File: src/rtl/core/wildcard_byte_pattern_scanner_macros.svh
// Assertion helpers for the wildcard byte pattern scanner.
// All checks run on clk_i and are disabled while rst_ni is low.
`ifndef WILDCARD_BYTE_PATTERN_SCANNER_MACROS_SVH
`define WILDCARD_BYTE_PATTERN_SCANNER_MACROS_SVH

// Same-cycle implication.
`define WBPS_ASSERT(lbl, ante, cons, msg) \
  lbl: assert property (@(posedge clk_i) disable iff (!rst_ni) (ante) |-> (cons)) \
    else $error(msg);

// Next-cycle implication.
`define WBPS_ASSERT_NEXT(lbl, ante, cons, msg) \
  lbl: assert property (@(posedge clk_i) disable iff (!rst_ni) (ante) |=> (cons)) \
    else $error(msg);

`endif

File: src/rtl/core/wbps_pkg.sv
// ----------------------------------------------------------------------------
// wbps_pkg
// Shared types and constants of the wildcard byte pattern scanner.
// ----------------------------------------------------------------------------
`timescale 1ns / 1ps

package wbps_pkg;

  localparam int unsigned MaxPatternDef = 16;
  localparam int unsigned PatBytes      = 16;
  localparam int unsigned PatIdxW       = $clog2(PatBytes);
  localparam int unsigned LenW          = 5;
  localparam int unsigned AddrW         = 64;
  localparam int unsigned AdjW          = 32;
  localparam int unsigned CfgIdxW       = 3;
  localparam int unsigned CfgDataW      = 64;

  typedef enum logic [CfgIdxW-1:0] {
    RegBase    = 3'd0,
    RegPatLo   = 3'd1,
    RegPatHi   = 3'd2,
    RegWild    = 3'd3,
    RegLen     = 3'd4,
    RegAdjust  = 3'd5
  } cfg_reg_e;

  typedef struct packed {
    logic [7:0] data_byte;
    logic       readable;
    logic       region_end;
  } in_item_t;

  typedef struct packed {
    logic             found;
    logic [AddrW-1:0] match_address;
  } out_item_t;

  // Register set as seen by the datapath; len is already clamped.
  typedef struct packed {
    logic [AddrW-1:0]             base;
    logic [PatBytes-1:0][7:0]     pat;
    logic [PatBytes-1:0]          wild;
    logic [LenW-1:0]              len;
    logic [AdjW-1:0]              adjust;
  } cfg_t;

endpackage

File: src/rtl/core/wbps_cell.sv
// ----------------------------------------------------------------------------
// wbps_cell
// One window cell: holds a byte and its readable bit, passes them on to the
// next cell, and checks them against the pattern byte lined up with it.
// ----------------------------------------------------------------------------
`timescale 1ns / 1ps

module wbps_cell
  import wbps_pkg::*;
#(
  parameter int unsigned Idx = 0
) (
  input  logic       clk_i,
  input  logic       rst_ni,
  input  logic       shift_i,
  input  logic       clr_i,
  input  logic [7:0] data_i,
  input  logic       valid_i,
  input  cfg_t       cfg_i,
  output logic [7:0] data_o,
  output logic       valid_o,
  output logic       hit_o
);

  logic [7:0]    data_q;
  logic          valid_q;
  logic          active;
  logic [PatIdxW-1:0] pidx;
  logic [7:0]    pbyte;
  logic          wild;

  // Cell 0 always takes the fresh byte; others take a blank after region end.
  always_ff @(posedge clk_i or negedge rst_ni) begin
    if (!rst_ni) begin
      valid_q <= 1'b0;
    end else if (shift_i) begin
      valid_q <= valid_i & ~(clr_i & (Idx != 0));
    end
  end

  always_ff @(posedge clk_i) begin
    if (shift_i) begin
      data_q <= data_i;
    end
  end

  // Cell Idx (0 = newest) lines up with pattern byte len-1-Idx.
  assign active = LenW'(Idx) < cfg_i.len;
  assign pidx   = PatIdxW'(cfg_i.len - LenW'(1) - LenW'(Idx));
  assign pbyte  = cfg_i.pat[pidx];
  assign wild   = cfg_i.wild[pidx];

  assign hit_o   = ~active | (valid_q & (wild | (data_q == pbyte)));
  assign data_o  = data_q;
  assign valid_o = valid_q;

endmodule

File: src/rtl/core/wbps_cfg_regs.sv
// ----------------------------------------------------------------------------
// wbps_cfg_regs
// Configuration registers; pattern length is clamped as it is written.
// ----------------------------------------------------------------------------
`timescale 1ns / 1ps

module wbps_cfg_regs
  import wbps_pkg::*;
#(
  parameter int unsigned MaxPattern = MaxPatternDef
) (
  input  logic                clk_i,
  input  logic                rst_ni,
  input  logic                cfg_we_i,
  input  logic [CfgIdxW-1:0]  cfg_idx_i,
  input  logic [CfgDataW-1:0] cfg_wdata_i,
  output cfg_t                cfg_o
);

  cfg_t            cfg_q;
  cfg_t            cfg_d;
  logic [LenW-1:0] len_raw;
  logic [LenW-1:0] len_clamped;

  assign len_raw = cfg_wdata_i[LenW-1:0];

  always_comb begin
    if (len_raw == '0) begin
      len_clamped = LenW'(1);
    end else if (len_raw > LenW'(MaxPattern)) begin
      len_clamped = LenW'(MaxPattern);
    end else begin
      len_clamped = len_raw;
    end
  end

  always_comb begin
    cfg_d = cfg_q;
    if (cfg_we_i) begin
      case (cfg_reg_e'(cfg_idx_i))
        RegBase:   cfg_d.base = cfg_wdata_i[AddrW-1:0];
        RegPatLo:  cfg_d.pat[7:0] = cfg_wdata_i[63:0];
        RegPatHi:  cfg_d.pat[15:8] = cfg_wdata_i[63:0];
        RegWild:   cfg_d.wild = cfg_wdata_i[PatBytes-1:0];
        RegLen:    cfg_d.len = len_clamped;
        RegAdjust: cfg_d.adjust = cfg_wdata_i[AdjW-1:0];
        default:   cfg_d = cfg_q;
      endcase
    end
  end

  always_ff @(posedge clk_i or negedge rst_ni) begin
    if (!rst_ni) begin
      cfg_q.base   <= '0;
      cfg_q.pat    <= '0;
      cfg_q.wild   <= '0;
      cfg_q.len    <= LenW'(1);
      cfg_q.adjust <= '0;
    end else begin
      cfg_q <= cfg_d;
    end
  end

  assign cfg_o = cfg_q;

endmodule

File: src/rtl/core/wildcard_byte_pattern_scanner.sv
// ----------------------------------------------------------------------------
// wildcard_byte_pattern_scanner
// Finds the first window of a byte stream that matches a masked pattern.
// ----------------------------------------------------------------------------
// Takes one region byte per cycle with no gaps of its own while the output is
// not held. A byte shifts into a chain of window cells, each comparing its
// byte against the lined-up pattern byte; the AND of the cells decides the
// match and is registered with the start offset, then the base add and the
// low-word adjust take one register stage each. A result passes the window
// cells, then offset, address and output registers. A held output stops the
// whole pipeline and stalls the input with it. At most one result per region:
// the first match, or not found at the region-end byte. Registers may be
// written once no item is in flight, i.e. 3 unstalled cycles after the last
// item was accepted.
`timescale 1ns / 1ps

module wildcard_byte_pattern_scanner
  import wbps_pkg::*;
#(
  parameter int unsigned MaxPattern = MaxPatternDef
) (
  input  logic                clk_i,
  input  logic                rst_ni,
  input  logic                cfg_we_i,
  input  logic [CfgIdxW-1:0]  cfg_idx_i,
  input  logic [CfgDataW-1:0] cfg_wdata_i,
  input  logic                in_valid_i,
  output logic                in_stall_o,
  input  in_item_t            in_item_i,
  output logic                out_valid_o,
  input  logic                out_stall_i,
  output out_item_t           out_item_o
);

  cfg_t cfg;

  logic adv;
  logic acc;

  logic             restart_q;
  logic [AddrW-1:0] pos_q;

  logic             s1_valid_q;
  logic             s1_end_q;
  logic [AddrW-1:0] s1_pos_q;

  logic [7:0]            cell_data  [MaxPattern];
  logic                  cell_valid [MaxPattern];
  logic [MaxPattern-1:0] cell_hit;

  logic match;
  logic emit;
  logic done_q;

  logic             r2_valid_q;
  logic             r2_found_q;
  logic [AddrW-1:0] r2_off_q;
  logic [LenW-1:0]  len_m1;

  logic             r3_valid_q;
  logic             r3_found_q;
  logic [AddrW-1:0] r3_addr_q;

  logic      out_valid_q;
  out_item_t out_item_q;
  logic [AdjW-1:0] low_adj;

  wbps_cfg_regs #(
    .MaxPattern (MaxPattern)
  ) u_cfg (
    .clk_i       (clk_i),
    .rst_ni      (rst_ni),
    .cfg_we_i    (cfg_we_i),
    .cfg_idx_i   (cfg_idx_i),
    .cfg_wdata_i (cfg_wdata_i),
    .cfg_o       (cfg)
  );

  // Whole pipeline moves together; only a held output stops it.
  assign adv        = ~out_valid_q | ~out_stall_i;
  assign acc        = in_valid_i & adv;
  assign in_stall_o = ~adv;

  always_ff @(posedge clk_i or negedge rst_ni) begin
    if (!rst_ni) begin
      restart_q <= 1'b0;
      pos_q     <= '0;
    end else if (acc) begin
      restart_q <= in_item_i.region_end;
      pos_q     <= in_item_i.region_end ? '0 : pos_q + AddrW'(1);
    end
  end

  for (genvar i = 0; i < MaxPattern; i++) begin : g_cell
    if (i == 0) begin : g_head
      wbps_cell #(
        .Idx (i)
      ) u_cell (
        .clk_i   (clk_i),
        .rst_ni  (rst_ni),
        .shift_i (acc),
        .clr_i   (restart_q),
        .data_i  (in_item_i.data_byte),
        .valid_i (in_item_i.readable),
        .cfg_i   (cfg),
        .data_o  (cell_data[i]),
        .valid_o (cell_valid[i]),
        .hit_o   (cell_hit[i])
      );
    end else begin : g_body
      wbps_cell #(
        .Idx (i)
      ) u_cell (
        .clk_i   (clk_i),
        .rst_ni  (rst_ni),
        .shift_i (acc),
        .clr_i   (restart_q),
        .data_i  (cell_data[i-1]),
        .valid_i (cell_valid[i-1]),
        .cfg_i   (cfg),
        .data_o  (cell_data[i]),
        .valid_o (cell_valid[i]),
        .hit_o   (cell_hit[i])
      );
    end
  end

  // Stage 1: item tags next to the window cells.
  always_ff @(posedge clk_i or negedge rst_ni) begin
    if (!rst_ni) begin
      s1_valid_q <= 1'b0;
    end else if (adv) begin
      s1_valid_q <= acc;
    end
  end

  always_ff @(posedge clk_i) begin
    if (acc) begin
      s1_end_q <= in_item_i.region_end;
      s1_pos_q <= pos_q;
    end
  end

  // Stage 2: match decision, first-match tracking, start offset.
  assign match  = &cell_hit;
  assign emit   = s1_valid_q & ~done_q & (match | s1_end_q);
  assign len_m1 = cfg.len - LenW'(1);

  always_ff @(posedge clk_i or negedge rst_ni) begin
    if (!rst_ni) begin
      done_q     <= 1'b0;
      r2_valid_q <= 1'b0;
      r3_valid_q <= 1'b0;
      out_valid_q <= 1'b0;
    end else if (adv) begin
      if (s1_valid_q) begin
        done_q <= s1_end_q ? 1'b0 : (done_q | match);
      end
      r2_valid_q  <= emit;
      r3_valid_q  <= r2_valid_q;
      out_valid_q <= r3_valid_q;
    end
  end

  always_ff @(posedge clk_i) begin
    if (adv) begin
      r2_found_q <= match;
      r2_off_q   <= s1_pos_q - {{(AddrW-LenW){1'b0}}, len_m1};
      // Stage 3: absolute address.
      r3_found_q <= r2_found_q;
      r3_addr_q  <= cfg.base + r2_off_q;
      // Stage 4: low-word adjust.
      out_item_q.found         <= r3_found_q;
      out_item_q.match_address <= r3_found_q ? {r3_addr_q[AddrW-1:AdjW], low_adj} : '0;
    end
  end

  assign low_adj = r3_addr_q[AdjW-1:0] + cfg.adjust;

  assign out_valid_o = out_valid_q;
  assign out_item_o  = out_item_q;

`include "wildcard_byte_pattern_scanner_macros.svh"

  `WBPS_ASSERT_NEXT(a_done_after_hit, adv && s1_valid_q && match && !s1_end_q, done_q, "hit lost")
  `WBPS_ASSERT_NEXT(a_done_clr_at_end, adv && s1_valid_q && s1_end_q, !done_q, "hit kept past end")
  `WBPS_ASSERT(a_stall_only_when_full, in_stall_o, out_valid_o, "input stalled with empty output")
  `WBPS_ASSERT(a_not_found_zero, out_valid_o && !out_item_o.found, out_item_o.match_address == '0, "not-found item carries an address")

endmodule
File: config.mk
export PLATFORM = sky130hd
export DESIGN_NAME = wildcard_byte_pattern_scanner
export DESIGN_NICKNAME = d
export VERILOG_FILES = /design/src/rtl/core/wbps_pkg.sv /design/src/rtl/core/wbps_cell.sv /design/src/rtl/core/wbps_cfg_regs.sv /design/src/rtl/core/wildcard_byte_pattern_scanner.sv
export VERILOG_INCLUDE_DIRS = /design/src /design/src/rtl/core
export SDC_FILE = /design/constraint.sdc
export NUM_CORES = 2
export LEC_CHECK = 0
export ABC_AREA = 1
export BUFFER_PORTS_ARGS = -buffer_cell sky130_fd_sc_hd__buf_4
export CAP_MARGIN = 15
export CORE_ASPECT_RATIO = 1.2
export CORE_UTILIZATION = 50
export CTS_CLUSTER_DIAMETER = 150
export DETAILED_ROUTE_END_ITERATION = 10
export PLACE_DENSITY = 0.8
export SYNTH_ARGS = -nofsm -noshare
export SYNTH_HDL_FRONTEND = slang
export SYNTH_SLANG_ARGS = --single-unit
File: constraint.sdc
create_clock -name clk_i -period 7.8 [get_ports clk_i]
set_input_delay 1.17 -clock clk_i [delete_from_list [all_inputs] [get_ports clk_i]]
set_output_delay 1.17 -clock clk_i [all_outputs]
set_load 0.05 [all_outputs]
==> out/results.txt <==
Crit-path most repeated cell = nand2_1
Synth Register Bits = 719
Total Die Area = 88900 sq um
Synth cell types = 52
Area of the multi-input gates = 20500 sq um
Storage cell area = 19900 sq um
Starting DRT DRC Count = 4566
IR drop worst, VDD = 303 uV
Worst hold endpoint = s1_pos_q[61]
Crit path kind = register to register
Cell row count = 118
Core Box Area = 86500 sq um
Setup bufs post-CTS = 0
Asr flop ratio synth = 46.0%
Final setup skew = 0.0321 ns
Area after DPL = 45700 sq um
CTS-repair resized insts = 0
Post-Syn Area per Cell = 7.40 sq um
Antenna cells = 0
CTS tree = done
Max incr delay on CP = 0.87 ns
Synth Flop Type = edfxtp_1
WL/cell = 22.1 um
Share of the synthesized area in the top cell type = 26.6%
Max-cap violations = 0
Max FO, Critical Path = 78
Die width = 272 um
Min-delay src = pos_q[61]
HPWL Detailed = 122 mm
H-tree lvl count = 3
Syn Nets = 6113
Clock buffer count from CTS = 76
CP max stage cell = dfstp_4
Clock Tree Buf Depth = 3
Starting density of the core = 50.7%
Post-synth EDFFs = 388
Min Tclk post-route = 5.41 ns
CP Capture Type = register
GR Overflow Total = 0
Global-route wire length before repair = 234 mm
Status = finished clean
Gp weighted congestion = 1.12
Routed Antenna Nets = 0
Worst r2r src = u_cfg.cfg_o[32]
Final wirelength = 158 mm
Period utilisation layout = 69.4%
Sequential fraction of the synthesis area = 45.5%
Hold_buf cts = 0
Die height = 326 um
Max Slew Vio Count = 0
First drt pass iteration count = 6
I/O pin total = 149
Yosys warning count = 0
Final TNS setup = 0 ns
Vias per cell = 5.70
Pin slew with the least headroom to its limit = 1.21 ns
Startpoint Class = register
Post-Synthesis Cells = 5929
CP required = 8.38 ns
PD cells = 386 nW/um^2
Total GRT Usage = 35.5%
Initial antenna violation count = 4
Hold path depth = 0
Synth area leader = edfxtp_1
Reg2Reg Setup Slack = 2.39 ns
Max transition margin = 19.2%
Final Util = 55.9%
Top cells by area, synth = edfxtp_1 (27%), nand2_1 (20%), dfrtp_1 (19%)
Residual DRC = 0
FMAX = 185 MHz
Synthesis-to-layout area growth = 10.4%
Arrival time of the worst setup path = 5.99 ns
Clk_lat worst skew = 0.66 ns
Fin nets = 6168
Vias = 41.0k
CTS sink count = 719
R2R cell count = 27
Final instance area = 48400 sq um
CTS Root Cell = clkbuf_16
Fillers = 8131
Hold Violations, Final = 0
Vias in the first global route = 38.7k
Largest net degree at the start of global routing = 155
RSZ-0062 raised after global routing = false
Synthesized area = 43900 sq um
P_leak = 23.7 nW
Worst-path clk slew = 0.06 ns
Worst R2R End = done_q
# setup viols final = 0
Worst hold path class = register to register
Layout cell share with drive strength beyond 1 = 6.45%
Number of port buffers = 148
## cell usage in the layout, fill, tap and decap left out, types with 82 or more instances in the layout
| cell type | count |
|---|---|
| nand3_1 | 460 |
| a21oi_1 | 225 |
| nor2_1 | 312 |
| dfrtp_1 | 330 |
| inv_1 | 630 |
| o21ai_0 | 463 |
| edfxtp_1 | 388 |
| buf_4 | 181 |
| clkbuf_16 | 82 |
| nand2_1 | 2312 |
| ha_1 | 99 |
## cells by family (layout without fill, tap and decap cells)
logic type                 count (synthesis)  in the layout  synth area share, %
AOI/OAI and AO/OA                        831            831                 10.2
xor gates and xnor gates                 127            127                 2.54
adders and majority gates                102            102                 2.94
buffers and inverters                    845            963                 7.79
DFF                                      719            719                 45.5
and+or+nand+nor                         3305           3305                 31.1
## report_power, final
| group | switching (mW) | internal [mW] | leakage [nW] |
|---|---|---|---|
| Clock | 1.64 | 2.22 | 1.29 |
| Sequential | 0.667 | 5.14 | 8.26 |
| Combinational | 6.55 | 2.47 | 14.1 |
## per-stage QoR
| stage | hold slack (ns) | setup WS (ns) | total power, mW | instances |
|---|---|---|---|---|
| after CTS | 0.448 | 2.46 | 18.5 | 7184 |
| final | 0.446 | 2.39 | 18.7 | 7187 |
| after detailed placement | 0.433 | 2.47 | 14.6 | 7043 |
| after floorplan | 0.400 | 1.63 | 11.6 | 5929 |
| after global routing | 0.451 | 2.09 | 19.7 | 7187 |
| after global placement | 0.430 | 2.55 | 14.5 | 7043 |
## how the worst max path moves through the flow
stage,start,end,slack (ns),cells past startpoint
after global placement,u_cfg.cfg_o[32],done_q,2.55,23
after global routing,u_cfg.cfg_o[32],done_q,2.09,27
after CTS,u_cfg.cfg_o[32],done_q,2.46,23
final,u_cfg.cfg_o[32],done_q,2.39,27
after floorplan,out_stall_i,pos_q[0],1.63,6
after detailed placement,u_cfg.cfg_o[32],done_q,2.47,23
## critical path: cells and delay by family, from the launching register on
| family | cells | cell delay [ns] |
|---|---|---|
| adder cells (fa/ha/maj) | 1 | 0.36 |
| AO/OA/AOI/OAI | 1 | 0.13 |
| flip-flops | 1 | 0.87 |
| buffers and inverters | 4 | 1.45 |
| AND/OR/NAND/NOR | 21 | 2.49 |
## synth_stat cells, types with 4 or more instances
| cell type | number |
|---|---|
| nand2_1 | 2314 |
| inv_1 | 631 |
| o21ai_0 | 463 |
| nand3_1 | 461 |
| edfxtp_1 | 388 |
| dfrtp_1 | 330 |
| nor2_1 | 312 |
| a21oi_1 | 225 |
| ha_1 | 100 |
| clkbuf_1 | 90 |
| buf_2 | 83 |
| xor2_1 | 71 |
| xnor2_1 | 56 |
| nor3_1 | 55 |
| nand3b_1 | 44 |
| o21a_1 | 39 |
| a31oi_1 | 33 |
| nand4_1 | 31 |
| o211ai_1 | 24 |
| nand2_2 | 22 |
| nor4_1 | 21 |
| buf_4 | 20 |
| nor2_2 | 11 |
| o21ai_1 | 11 |
| buf_6 | 9 |
| buf_1 | 7 |
| or2_2 | 7 |
| a21boi_0 | 6 |
| inv_2 | 5 |
| nand3_2 | 5 |
| nor2_4 | 5 |
| nor3_2 | 5 |
| o31ai_1 | 5 |
| a211oi_1 | 4 |
| o21bai_1 | 4 |
| o22ai_1 | 4 |
## per-layer routing
| layer | wire length (um) | global-route usage [%] |
|---|---|---|
| met4 | 13900 | 27.5 |
| met1 | 56700 | 40.5 |
| met5 | 0 | 0 |
| met3 | 12300 | 6.22 |
| met2 | 75700 | 59.0 |
## flip-flops by register name (all words and copies together), names as in the netlist, 8 cells and up
register,flops
g_cell.g_body.u_cell.data_o,120
g_cell.g_body.u_cell.valid_o,15
g_cell.g_head.u_cell.data_o,8
out_item_o,65
pos_q,64
r2_off_q,64
r3_addr_q,64
s1_pos_q,64
u_cfg.cfg_o,245
## cell type report
class | count | share of cell area [%]
Sequential cell | 719 | 41.2
Tap cell | 1140 | 2.95
Timing Repair Buffer | 186 | 3.03
Clock inverter | 35 | 0.747
Inverter | 636 | 4.95
Multi-Input combinational cell | 4365 | 42.4
Clock buffer | 106 | 4.68
No activity file was read; power rests on OpenSTA's default activity.
